===== src/rtl/itoa_pkg.sv =====
// Shared constants, command/status types and the digit encoder for the integer to ASCII block.
package itoa_pkg;

  localparam int unsigned VALUE_BITS_DEF = 32;
  localparam int unsigned RADIX_W        = 6;
  localparam int unsigned CHAR_W         = 8;

  localparam logic [RADIX_W-1:0] RADIX_MIN     = RADIX_W'(2);
  localparam logic [RADIX_W-1:0] RADIX_MAX     = RADIX_W'(36);
  localparam logic [RADIX_W-1:0] DECIMAL_RADIX = RADIX_W'(10);

  localparam logic [CHAR_W-1:0] CHAR_ZERO    = 8'h30;
  localparam logic [CHAR_W-1:0] CHAR_UPPER_A = 8'h41;
  localparam logic [CHAR_W-1:0] CHAR_MINUS   = 8'h2D;

  // Commands from the controller to the datapath
  typedef struct packed {
    logic load;        // take a new request
    logic div_step;    // one restoring division step
    logic store;       // push the remainder digit
    logic pop;         // read back the most recent digit
    logic emit_sign;   // place '-' in the output register
    logic emit_digit;  // place the read digit in the output register
  } itoa_cmd_t;

  // Status from the datapath to the controller
  typedef struct packed {
    logic step_last;   // final division step of this digit
    logic quot_zero;   // quotient has reached zero
    logic negative;    // decimal request with negative value
    logic rd_last;     // digit read back is the least significant one
    logic out_free;    // output register can take a character
  } itoa_status_t;

  function automatic logic [CHAR_W-1:0] digit_char(input logic [RADIX_W-1:0] d);
    logic [CHAR_W-1:0] dc;
    dc = {{(CHAR_W-RADIX_W){1'b0}}, d};
    if (d < DECIMAL_RADIX) begin
      return CHAR_ZERO + dc;
    end
    return CHAR_UPPER_A + (dc - CHAR_W'(DECIMAL_RADIX));
  endfunction

endpackage


===== src/rtl/itoa_dpath.sv =====
// Datapath: radix divider, digit stack and output register.
module itoa_dpath
  import itoa_pkg::*;
#(
  parameter int unsigned VALUE_BITS = VALUE_BITS_DEF
) (
  input  logic                  clk_i,
  input  logic                  rst_ni,
  input  itoa_cmd_t             cmd_i,
  output itoa_status_t          status_o,
  input  logic [VALUE_BITS-1:0] value_i,
  input  logic [RADIX_W-1:0]    radix_i,
  input  logic                  out_ready_i,
  output logic                  out_valid_o,
  output logic [CHAR_W-1:0]     out_char_o,
  output logic                  out_last_o
);

  localparam int unsigned CNT_W  = $clog2(VALUE_BITS + 1);
  localparam int unsigned IDX_W  = $clog2(VALUE_BITS);
  localparam int unsigned STEP_W = $clog2(VALUE_BITS);

  logic [VALUE_BITS-1:0] mag_q, mag_d;
  logic [RADIX_W-1:0]    rem_q, rem_d;
  logic [RADIX_W-1:0]    radix_q, radix_d;
  logic                  neg_q, neg_d;
  logic [STEP_W-1:0]     step_q, step_d;
  logic [CNT_W-1:0]      count_q, count_d;
  logic [RADIX_W-1:0]    rd_q;
  logic                  rd_last_q;
  logic                  out_valid_q, out_valid_d;
  logic [CHAR_W-1:0]     out_char_q;
  logic                  out_last_q;

  logic [RADIX_W-1:0]    digits_mem [VALUE_BITS];

  logic [RADIX_W:0]      trial;
  logic                  ge;
  logic [CNT_W-1:0]      cnt_dec;
  logic [RADIX_W-1:0]    radix_clamped;
  logic                  value_neg;

  always_comb begin
    radix_clamped = radix_i;
    if (radix_i < RADIX_MIN) begin
      radix_clamped = RADIX_MIN;
    end else if (radix_i > RADIX_MAX) begin
      radix_clamped = RADIX_MAX;
    end
    value_neg = (radix_clamped == DECIMAL_RADIX) && value_i[VALUE_BITS-1];
  end

  assign trial   = {rem_q, mag_q[VALUE_BITS-1]};
  assign ge      = trial >= {1'b0, radix_q};
  assign cnt_dec = count_q - CNT_W'(1);

  always_comb begin
    mag_d   = mag_q;
    rem_d   = rem_q;
    radix_d = radix_q;
    neg_d   = neg_q;
    step_d  = step_q;
    count_d = count_q;
    if (cmd_i.load) begin
      radix_d = radix_clamped;
      neg_d   = value_neg;
      mag_d   = value_neg ? (VALUE_BITS'(0) - value_i) : value_i;
      rem_d   = '0;
      step_d  = '0;
      count_d = '0;
    end else if (cmd_i.div_step) begin
      // shift in the next dividend bit, subtract when it fits
      rem_d  = ge ? RADIX_W'(trial - {1'b0, radix_q}) : trial[RADIX_W-1:0];
      mag_d  = {mag_q[VALUE_BITS-2:0], ge};
      step_d = step_q + STEP_W'(1);
    end else if (cmd_i.store) begin
      rem_d   = '0;
      step_d  = '0;
      count_d = count_q + CNT_W'(1);
    end else if (cmd_i.pop) begin
      count_d = cnt_dec;
    end
  end

  always_comb begin
    out_valid_d = out_valid_q;
    if (out_valid_q && out_ready_i) begin
      out_valid_d = 1'b0;
    end
    if (cmd_i.emit_sign || cmd_i.emit_digit) begin
      out_valid_d = 1'b1;
    end
  end

  always_ff @(posedge clk_i or negedge rst_ni) begin
    if (!rst_ni) begin
      step_q      <= '0;
      count_q     <= '0;
      out_valid_q <= 1'b0;
    end else begin
      step_q      <= step_d;
      count_q     <= count_d;
      out_valid_q <= out_valid_d;
    end
  end

  always_ff @(posedge clk_i) begin
    mag_q   <= mag_d;
    rem_q   <= rem_d;
    radix_q <= radix_d;
    neg_q   <= neg_d;
    if (cmd_i.emit_sign) begin
      out_char_q <= CHAR_MINUS;
      out_last_q <= 1'b0;
    end else if (cmd_i.emit_digit) begin
      out_char_q <= digit_char(rd_q);
      out_last_q <= rd_last_q;
    end
  end

  // Digit stack: least significant digit pushed first, read back in reverse
  always_ff @(posedge clk_i) begin
    if (cmd_i.store) begin
      digits_mem[count_q[IDX_W-1:0]] <= rem_q;
    end
    if (cmd_i.pop) begin
      rd_q      <= digits_mem[cnt_dec[IDX_W-1:0]];
      rd_last_q <= (count_q == CNT_W'(1));
    end
  end

  assign status_o.step_last = (step_q == STEP_W'(VALUE_BITS - 1));
  assign status_o.quot_zero = (mag_q == '0);
  assign status_o.negative  = neg_q;
  assign status_o.rd_last   = rd_last_q;
  assign status_o.out_free  = !out_valid_q || out_ready_i;

  assign out_valid_o = out_valid_q;
  assign out_char_o  = out_char_q;
  assign out_last_o  = out_last_q;

  a_store_room : assert property (@(posedge clk_i) disable iff (!rst_ni)
    cmd_i.store |-> count_q < CNT_W'(VALUE_BITS))
    else $error("digit stack overflow");

  a_pop_nonempty : assert property (@(posedge clk_i) disable iff (!rst_ni)
    cmd_i.pop |-> count_q != '0)
    else $error("digit stack read while empty");

  a_emit_free : assert property (@(posedge clk_i) disable iff (!rst_ni)
    (cmd_i.emit_sign || cmd_i.emit_digit) |-> (!out_valid_q || out_ready_i))
    else $error("output register overwritten while held");

  a_rem_range : assert property (@(posedge clk_i) disable iff (!rst_ni)
    $past(cmd_i.div_step) |-> rem_q < radix_q)
    else $error("remainder not below radix");

endmodule


===== src/rtl/itoa_ctrl.sv =====
// Controller: sequences load, digit divisions, sign and digit emission.
module itoa_ctrl
  import itoa_pkg::*;
(
  input  logic         clk_i,
  input  logic         rst_ni,
  input  logic         in_valid_i,
  output logic         in_ready_o,
  input  itoa_status_t status_i,
  output itoa_cmd_t    cmd_o
);

  typedef enum logic [5:0] {
    S_IDLE  = 6'b000001,
    S_DIV   = 6'b000010,
    S_STORE = 6'b000100,
    S_SIGN  = 6'b001000,
    S_READ  = 6'b010000,
    S_OUT   = 6'b100000
  } state_e;

  state_e state_q, state_d;

  always_comb begin
    state_d    = state_q;
    cmd_o      = '0;
    in_ready_o = 1'b0;
    case (state_q)
      S_IDLE: begin
        in_ready_o = 1'b1;
        if (in_valid_i) begin
          cmd_o.load = 1'b1;
          state_d    = S_DIV;
        end
      end
      S_DIV: begin
        cmd_o.div_step = 1'b1;
        if (status_i.step_last) begin
          state_d = S_STORE;
        end
      end
      S_STORE: begin
        cmd_o.store = 1'b1;
        // a zero quotient ends the digit loop; zero itself still yields one digit
        if (!status_i.quot_zero) begin
          state_d = S_DIV;
        end else if (status_i.negative) begin
          state_d = S_SIGN;
        end else begin
          state_d = S_READ;
        end
      end
      S_SIGN: begin
        if (status_i.out_free) begin
          cmd_o.emit_sign = 1'b1;
          state_d         = S_READ;
        end
      end
      S_READ: begin
        cmd_o.pop = 1'b1;
        state_d   = S_OUT;
      end
      S_OUT: begin
        if (status_i.out_free) begin
          cmd_o.emit_digit = 1'b1;
          state_d          = status_i.rd_last ? S_IDLE : S_READ;
        end
      end
      default: begin
        state_d = S_IDLE;
      end
    endcase
  end

  always_ff @(posedge clk_i or negedge rst_ni) begin
    if (!rst_ni) begin
      state_q <= S_IDLE;
    end else begin
      state_q <= state_d;
    end
  end

  a_load_idle : assert property (@(posedge clk_i) disable iff (!rst_ni)
    cmd_o.load |=> state_q == S_DIV)
    else $error("load did not start division");

  a_done_last : assert property (@(posedge clk_i) disable iff (!rst_ni)
    (state_q == S_OUT && state_d == S_IDLE) |-> status_i.rd_last)
    else $error("request finished before last digit");

  a_one_cmd : assert property (@(posedge clk_i) disable iff (!rst_ni)
    $onehot0(cmd_o))
    else $error("more than one datapath command");

endmodule


===== src/rtl/integer_to_ascii_digits.sv =====
// Sequence: each of a request's digits comes from the bit-serial radix divider (one quotient
// bit per cycle), then each character passes through the registered digit stack into the
// output register, which waits while the output is held; a sign goes out before the digits.
// Throughput: one request at a time; the next is taken once the last character is registered.
// Reset: asynchronous, active low; clears the controller and the output valid, no store sweep.
module integer_to_ascii_digits
  import itoa_pkg::*;
#(
  parameter int unsigned VALUE_BITS = VALUE_BITS_DEF
) (
  input  logic                                         clk_i,
  input  logic                                         rst_ni,
  input  logic                                         s_axis_tvalid_i,
  output logic                                         s_axis_tready_o,
  // fields from bit 0: value [VALUE_BITS], radix [6], zero fill
  input  logic [((VALUE_BITS + RADIX_W + 7) / 8) * 8 - 1:0] s_axis_tdata_i,
  output logic                                         m_axis_tvalid_o,
  input  logic                                         m_axis_tready_i,
  // fields from bit 0: character [8]
  output logic [CHAR_W-1:0]                            m_axis_tdata_o,
  output logic                                         m_axis_tlast_o
);

  itoa_cmd_t    cmd;
  itoa_status_t status;

  itoa_ctrl u_ctrl (
    .clk_i      (clk_i),
    .rst_ni     (rst_ni),
    .in_valid_i (s_axis_tvalid_i),
    .in_ready_o (s_axis_tready_o),
    .status_i   (status),
    .cmd_o      (cmd)
  );

  itoa_dpath #(
    .VALUE_BITS (VALUE_BITS)
  ) u_dpath (
    .clk_i       (clk_i),
    .rst_ni      (rst_ni),
    .cmd_i       (cmd),
    .status_o    (status),
    .value_i     (s_axis_tdata_i[VALUE_BITS-1:0]),
    .radix_i     (s_axis_tdata_i[VALUE_BITS+RADIX_W-1:VALUE_BITS]),
    .out_ready_i (m_axis_tready_i),
    .out_valid_o (m_axis_tvalid_o),
    .out_char_o  (m_axis_tdata_o),
    .out_last_o  (m_axis_tlast_o)
  );

endmodule


===== config.mk =====
export PLATFORM = sky130hd
export DESIGN_NAME = integer_to_ascii_digits
export DESIGN_NICKNAME = d
export VERILOG_FILES = /design/src/rtl/itoa_pkg.sv /design/src/rtl/itoa_dpath.sv /design/src/rtl/itoa_ctrl.sv /design/src/rtl/integer_to_ascii_digits.sv
export SDC_FILE = /design/constraint.sdc
export NUM_CORES = 1
export LEC_CHECK = 0
export BUFFER_PORTS_ARGS = -buffer_cell sky130_fd_sc_hd__buf_2
export CAP_MARGIN = 20
export CORE_MARGIN = 2
export CORE_UTILIZATION = 40
export CTS_CLUSTER_SIZE = 25
export DETAILED_ROUTE_END_ITERATION = 7
export PLACE_DENSITY = 0.56
export SYNTH_ARGS = -nofsm -noshare
export SYNTH_HDL_FRONTEND = slang
export SYNTH_HIERARCHICAL = 1
export SYNTH_SLANG_ARGS = --single-unit

===== constraint.sdc =====
create_clock -name clk_i -period 3.9 [get_ports clk_i]
set_input_delay 0.585 -clock clk_i [delete_from_list [all_inputs] [get_ports clk_i]]
set_output_delay 0.585 -clock clk_i [all_outputs]
set_load 0.01 [all_outputs]

==> flow_metrics.tcl, run 1 <==
set metrics [dict create \
    dp_cells 1343 \
    critPathCaptureType "register" \
    critical_path_class "reg -> reg" \
    clockRootBuffer "clkbuf_16" \
    vdd_drop_max_mv 0.4132 \
    synthCells 923 \
    grt_overflow_total 0 \
    vias_per_cell 5.382 \
    gp_congestion 0.7708 \
    p_leak_nw 4.851 \
    grt_max_degree 50 \
    grt_pass1_wl_mm 41.84 \
    wl_per_cell_um 18.94 \
    post_dp_cell_area_um2 13230 \
    skew_ps 12.95 \
    max_cap_viol_count 0 \
    antennaDiodeCount 0 \
    synth_seq_cells 271 \
    synth_cell_types 74 \
    fin_crit_ps 3021 \
    cp.arrival_ps 3290 \
    antenna_found_initial 0 \
    cts_setup_buffers 0 \
    max_freq_mhz 331.1 \
    total_power_mw 9.778 \
    instances_no_fill 1397 \
    cts.path.max_buffers 3 \
    outcome "finished clean" \
    synth_top_flop_cell "edfxtp_1" \
    tightest_slew_ps 891.9 \
    die_w_um 180.9 \
    h-tree-depth 1 \
    drv_slew 0 \
    numPortBuffers 52 \
    maxSlewHeadroom_pct 39.89 \
    dieArea_um2 32720 \
    final_area_um2 14230 \
    syn_area_um2 12520 \
    rows 64 \
    fin_crit_sh_pct 77.45 \
    worstSkewPairLatency_ps 560 \
    hold_violations 0 \
    track_usage_pct 16.16 \
    fin_setup_tns_ps 0 \
    cts_resized 0 \
    final_antenna_net_count 0 \
    initial_core_util_pct 40.81 \
    synth-seq-area-share_pct 63.10 \
    vias 7519 \
    areaGrowthSynthToFinish_pct 13.67 \
    mostFrequentLayoutCells "edfxtp_1 (238), nor2_1 (106), nand2_1 (86), a21oi_1 (71), buf_2 (52)" \
    hold_path_class "in -> reg" \
    setup_ws_ps 879.3 \
    hpwl_mm 17.25 \
    critPathRequiredTime_ps 4170 \
    rsz0062_at_grt "false" \
    cts_tree "built" \
    synth-async-reset-ratio_pct 6.642 \
    synth_edf_count 238 \
    yosysWarnings 6 \
    boundaryPins 55 \
    startpoint_type "register" \
    pre_cts_ws_ps 822.5 \
    drive_gt1_share_pct 19.98 \
    dr.pass1.iters 4 \
    cts-buffers-inserted 29 \
    fp.dieH_um 180.9 \
    nets 1041 \
    synthesis.nets 985 \
    final_common_cell "edfxtp_1" \
    crit_fanout 14 \
    drt_iter0_drc 525 \
    clk_pin_slew_ps 60 \
    grt_pass1_vias 7510 \
    syn_area_per_cell_um2 13.56 \
    wirelength_mm 26.46 \
    finalSetupViolations 0 \
    p_per_area_nw_per_um2 687.2 \
    clock_sinks 271 \
    design.core.area_um2 30670 \
    drc 0 \
]
## worst max-delay path: stages (launching register included)
cell	delay (ps)
dfrtp_4	590
inv_1	150
ha_1	370
nor2_1	70
mux2_2	290
mux2i_1	520
a21oi_1	160
or4_1	580
## where the power goes
group | leakage (nW) | total (mW) | switching, mW | internal, mW
Combinational | 1.84 | 2.88 | 1.83 | 1.05
Clock | 0.485 | 2.84 | 1.14 | 1.71
Sequential | 2.53 | 4.05 | 0.214 | 3.84
## logic make-up (layout without fill, tap and decap cells)
logic type	count (synthesis)	in the layout	synth area share (%)
compound gates	155	155	8.307
xor+xnor	43	43	3.009
fa+ha+maj	18	18	1.859
buf+inv	76	154	2.679
flops	271	271	63.10
mux	57	57	9.376
simple gates	303	303	11.67
## timing repair
item	in CTS	in global routing
setup endpoints to repair	0	0
hold endpoints to repair	17	0
hold buffers	1	0
## registers in the layout (all words and copies together) (netlist names)
signal,count
u_dpath/digits_mem,192
u_dpath/mag_q,32
u_dpath/out_char_o,8
u_ctrl/state_q,6
u_dpath/count_q,6
u_dpath/radix_q,6
u_dpath/rd_q,6
u_dpath/rem_q,6
u_dpath/step_q,5
u_dpath/neg_q,1
u_dpath/out_last_o,1
u_dpath/out_valid_o,1
u_dpath/rd_last_q,1
## layout make-up
| cell class | count | area, um^2 |
|---|---|---|
| clock buffer | 33 | 740.7 |
| clock inverter | 20 | 251.5 |
| fill | 2711 | 16440 |
| inverter | 27 | 102.6 |
| multi-input combinational | 576 | 4300 |
| sequential | 271 | 7903 |
| tap | 396 | 495.5 |
| timing repair buffer | 74 | 435.4 |
## stage by stage
step	hold slack [ps]	utilization (%)
2_1_floorplan	289.4	-
3_3_place_gp	433.1	43.08
3_5_place_dp	442.4	43.13
4_1_cts	271.7	46.39
5_1_grt	300.3	46.39
6_report	298.4	46.39
## cells in the mapped netlist, drive strengths merged, types with 9 or more instances
master / count / area share (%)
ha: 17 / 1.7
a31oi: 9 / 0.45
clkbuf: 33 / 0.99
o41ai: 10 / 1.2
nor3: 9 / 0.36
nand2b: 11 / 0.55
a21oi: 72 / 2.9
xor2: 18 / 1.3
xnor2: 25 / 1.7
mux4: 48 / 8.6
nor4: 15 / 0.75
nor2: 106 / 3.2
nand3: 12 / 0.48
nand2: 86 / 2.6
edfxtp: 238 / 57
buf: 15 / 0.80
or4: 9 / 0.63
dfrtp: 17 / 3.4
dfxtp: 15 / 2.4
nor2b: 9 / 0.45
o21ai: 21 / 0.84
inv: 25 / 0.75
## final timing paths
kind                       slack (ps)                   from               endpoint  depth (start not counted)
min                               300     s_axis_tdata_i[37]     u_dpath/radix_q[5]                          1
max in group asynchronous        3040                 rst_ni     u_dpath/count_q[0]                          2
max                               880     u_dpath/count_q[0]        u_dpath/rd_q[3]                          7
min in group asynchronous         510                 rst_ni    u_dpath/out_valid_o                          2
min reg2reg                       460  u_dpath/out_char_o[7]  u_dpath/out_char_o[7]                          2
max reg2reg                       880     u_dpath/count_q[0]        u_dpath/rd_q[3]                          7
## metal layers
metal	vias to the layer above	part of all wire (%)	GRT usage, %	wire length (um)
li1	3621	-	-	-
met1	3720	46	22.42	12200
met2	144	48	26.90	12730
met3	34	3.9	2.419	1033
met4	0	1.9	3.839	498
met5	-	0	0	0
No activity file was read; power rests on OpenSTA's default activity.
==> run 2, diff against run 1 <==
--- a/config.mk
+++ b/config.mk
@@ -11,7 +11,7 @@
 export CORE_UTILIZATION = 40
 export CTS_CLUSTER_SIZE = 25
 export DETAILED_ROUTE_END_ITERATION = 7
-export PLACE_DENSITY = 0.56
+export PLACE_DENSITY = 0.58
 export SYNTH_ARGS = -nofsm -noshare
 export SYNTH_HDL_FRONTEND = slang
 export SYNTH_HIERARCHICAL = 1
==> constraint.sdc (replaced) <==
create_clock -name clk_i -period 2.7 [get_ports clk_i]
set_input_delay 0.405 -clock clk_i [delete_from_list [all_inputs] [get_ports clk_i]]
set_output_delay 0.405 -clock clk_i [all_outputs]
set_load 0.01 [all_outputs]
==> run 2 against run 1 <==
  * Combinational power up 49%
  * Flip-flop and latch count is the same
  * Utilization rose by 1.5 points
  * Sequential power increased by 43%
  * Sequential share of layout area is 1.8 points lower
  * Global-route usage up 0.32 points
  * Via count is 3.9% higher
  * Clock power increased by 40%
  * Cell area is 3.3% higher
  * Critical endpoint unchanged
  * Highest routed layer unchanged
==> flow_metrics.tcl, run 2 (synthesis results as in run 1) <==
set metrics [dict create \
    dieArea_um2 32720 \
    critical_path_class "reg -> reg" \
    reg2reg_slack_ps 150 \
    clk_pin_slew_ps 70 \
    pre_cts_ws_ps 153.4 \
    vdd_drop_max_mv 0.4942 \
    outcome "finished clean" \
    cts_tree "built" \
    die_w_um 180.9 \
    setup_ws_ps 150.5 \
    areaGrowthSynthToFinish_pct 17.46 \
    grt_pass1_vias 7646 \
    mostFrequentLayoutCells "edfxtp_1 (238), nor2_1 (106), nand2_1 (86), buf_4 (76), a21oi_1 (71)" \
    wl_per_cell_um 18.58 \
    slowest_stage "dfrtp_4" \
    hold_violations 0 \
    initial_core_util_pct 40.81 \
    drt_iter0_drc 575 \
    clockRootBuffer "clkbuf_16" \
    cp_num_buf_inv 2 \
    fin_crit_ps 2550 \
    boundaryPins 55 \
    hold_path_class "in -> reg" \
    largest_reg_flops 192 \
    grt_pass1_wl_mm 42.87 \
    tightest_slew_ps 1091 \
    vias 7813 \
    reg2reg_depth 8 \
    finalSetupViolations 0 \
    p_leak_nw 5.170 \
    cts_setup_buffers 0 \
    drv_slew 0 \
    grt_overflow_total 0 \
    cp.depth 8 \
    p_per_area_nw_per_um2 958.0 \
    worstSkewPairLatency_ps 540 \
    skew_ps 12.49 \
    hold_buffers 1 \
    grt_max_degree 63 \
    fp.dieH_um 180.9 \
    r2r-end "u_dpath/rd_q[3]" \
    numPortBuffers 52 \
    vias_per_cell 5.362 \
    clock_sinks 271 \
    internal_power_mw 9.611 \
    endpoint "u_dpath/rd_q[3]" \
    cts.path.max_buffers 3 \
    crit_chain "inv_1 -> ha_1 -> nor2_1 -> mux2_2 -> mux2i_1 -> buf_4 -> a21oi_1 -> or4_1" \
    cts-buffers-inserted 29 \
    crit_fanout 7 \
    maxSlewHeadroom_pct 26.92 \
    startpoint_type "register" \
    drc 0 \
    dr.pass1.iters 7 \
    gp_congestion 0.8058 \
    cts_resized 0 \
    cp.arrival_ps 2820 \
    fin_setup_tns_ps 0 \
    nets 1101 \
    pwr-share-clk_pct 28.3 \
    reg2reg_from "u_dpath/count_q[0]" \
    switching_share_pct 31.77 \
    max_cap_viol_count 0 \
    track_usage_pct 16.48 \
    h-tree-depth 1 \
    antenna_found_initial 0 \
    rows 64 \
    antennaDiodeCount 0 \
    final_common_cell "edfxtp_1" \
    max_freq_mhz 392.2 \
    critPathRequiredTime_ps 2970 \
    p_sw_mw 4.476 \
    fin_crit_sh_pct 94.43 \
    design.core.area_um2 30670 \
    power_frac_comb_pct 30.6 \
    final_antenna_net_count 0 \
    rsz0062_at_grt "false" \
    wirelength_mm 27.08 \
    crit_start "u_dpath/count_q[0]" \
    cp_slowest_stage_delay_ps 520 \
    seqPwrFrac_pct 41.2 \
    drive_gt1_share_pct 24.60 \
    hpwl_mm 18.22 \
    critPathCaptureType "register" \
    cp_top_family "simple AND/OR/NAND/NOR gates" \
]
-- run 2: per-stage QoR --
step | total power, mW | instance area [um^2] | instances | utilization [%] | hold WS, ps
5_1_grt | 14.89 | 14700 | 1457 | 47.94 | 122.4
4_1_cts | 14.23 | 14700 | 1457 | 47.94 | 97.86
3_5_place_dp | 10.22 | 13730 | 1403 | 44.77 | 357.7
6_report | 14.09 | 14700 | 1457 | 47.94 | 118.0
2_1_floorplan | 8.735 | 12540 | 923 | - | 109.4
3_3_place_gp | 10.18 | 13730 | 1403 | 44.77 | 368.1
-- run 2: layout make-up --
cell class | instances | area [um^2]
fill | 2659 | 15970
sequential | 271 | 7903
multi-input combinational | 576 | 4300
timing repair buffer | 134 | 940.9
clock buffer | 32 | 747.0
tap | 396 | 495.5
clock inverter | 21 | 214.0
inverter | 27 | 102.6
-- run 2: power by group through the flow --
stage | Sequential, mW | Combinational (mW) | Clock (mW)
finish | 5.80 | 4.30 | 3.98
CTS | 5.80 | 4.36 | 4.07
floorplan | 5.97 | 2.76 | 0
global route | 5.85 | 4.78 | 4.25
global placement | 5.88 | 4.30 | 0
detailed placement | 5.88 | 4.34 | 0
-- run 2: worst min-delay path by stage --
stage / from / endpoint / depth (start not counted)
6_report: s_axis_tdata_i[37] / u_dpath/radix_q[5] / 1
3_5_place_dp: rst_ni / u_ctrl/state_q[1] / 1
4_1_cts: s_axis_tdata_i[37] / u_dpath/radix_q[5] / 1
5_1_grt: s_axis_tdata_i[37] / u_dpath/radix_q[5] / 1
3_3_place_gp: rst_ni / u_dpath/out_valid_o / 1
2_1_floorplan: rst_ni / u_ctrl/state_q[1] / 0
-- run 2: metal layers --
metal  routed length, um  up-vias  global-route usage (%)  part of all wire (%)
met5                   0        -                       0                     0
met4                 450        0                   3.613                   1.7
met3                1271       35                   2.217                   4.7
met2               13090      187                   27.50                    48
met1               12270     3857                   23.09                    45
li1                    -     3734                       -                     -
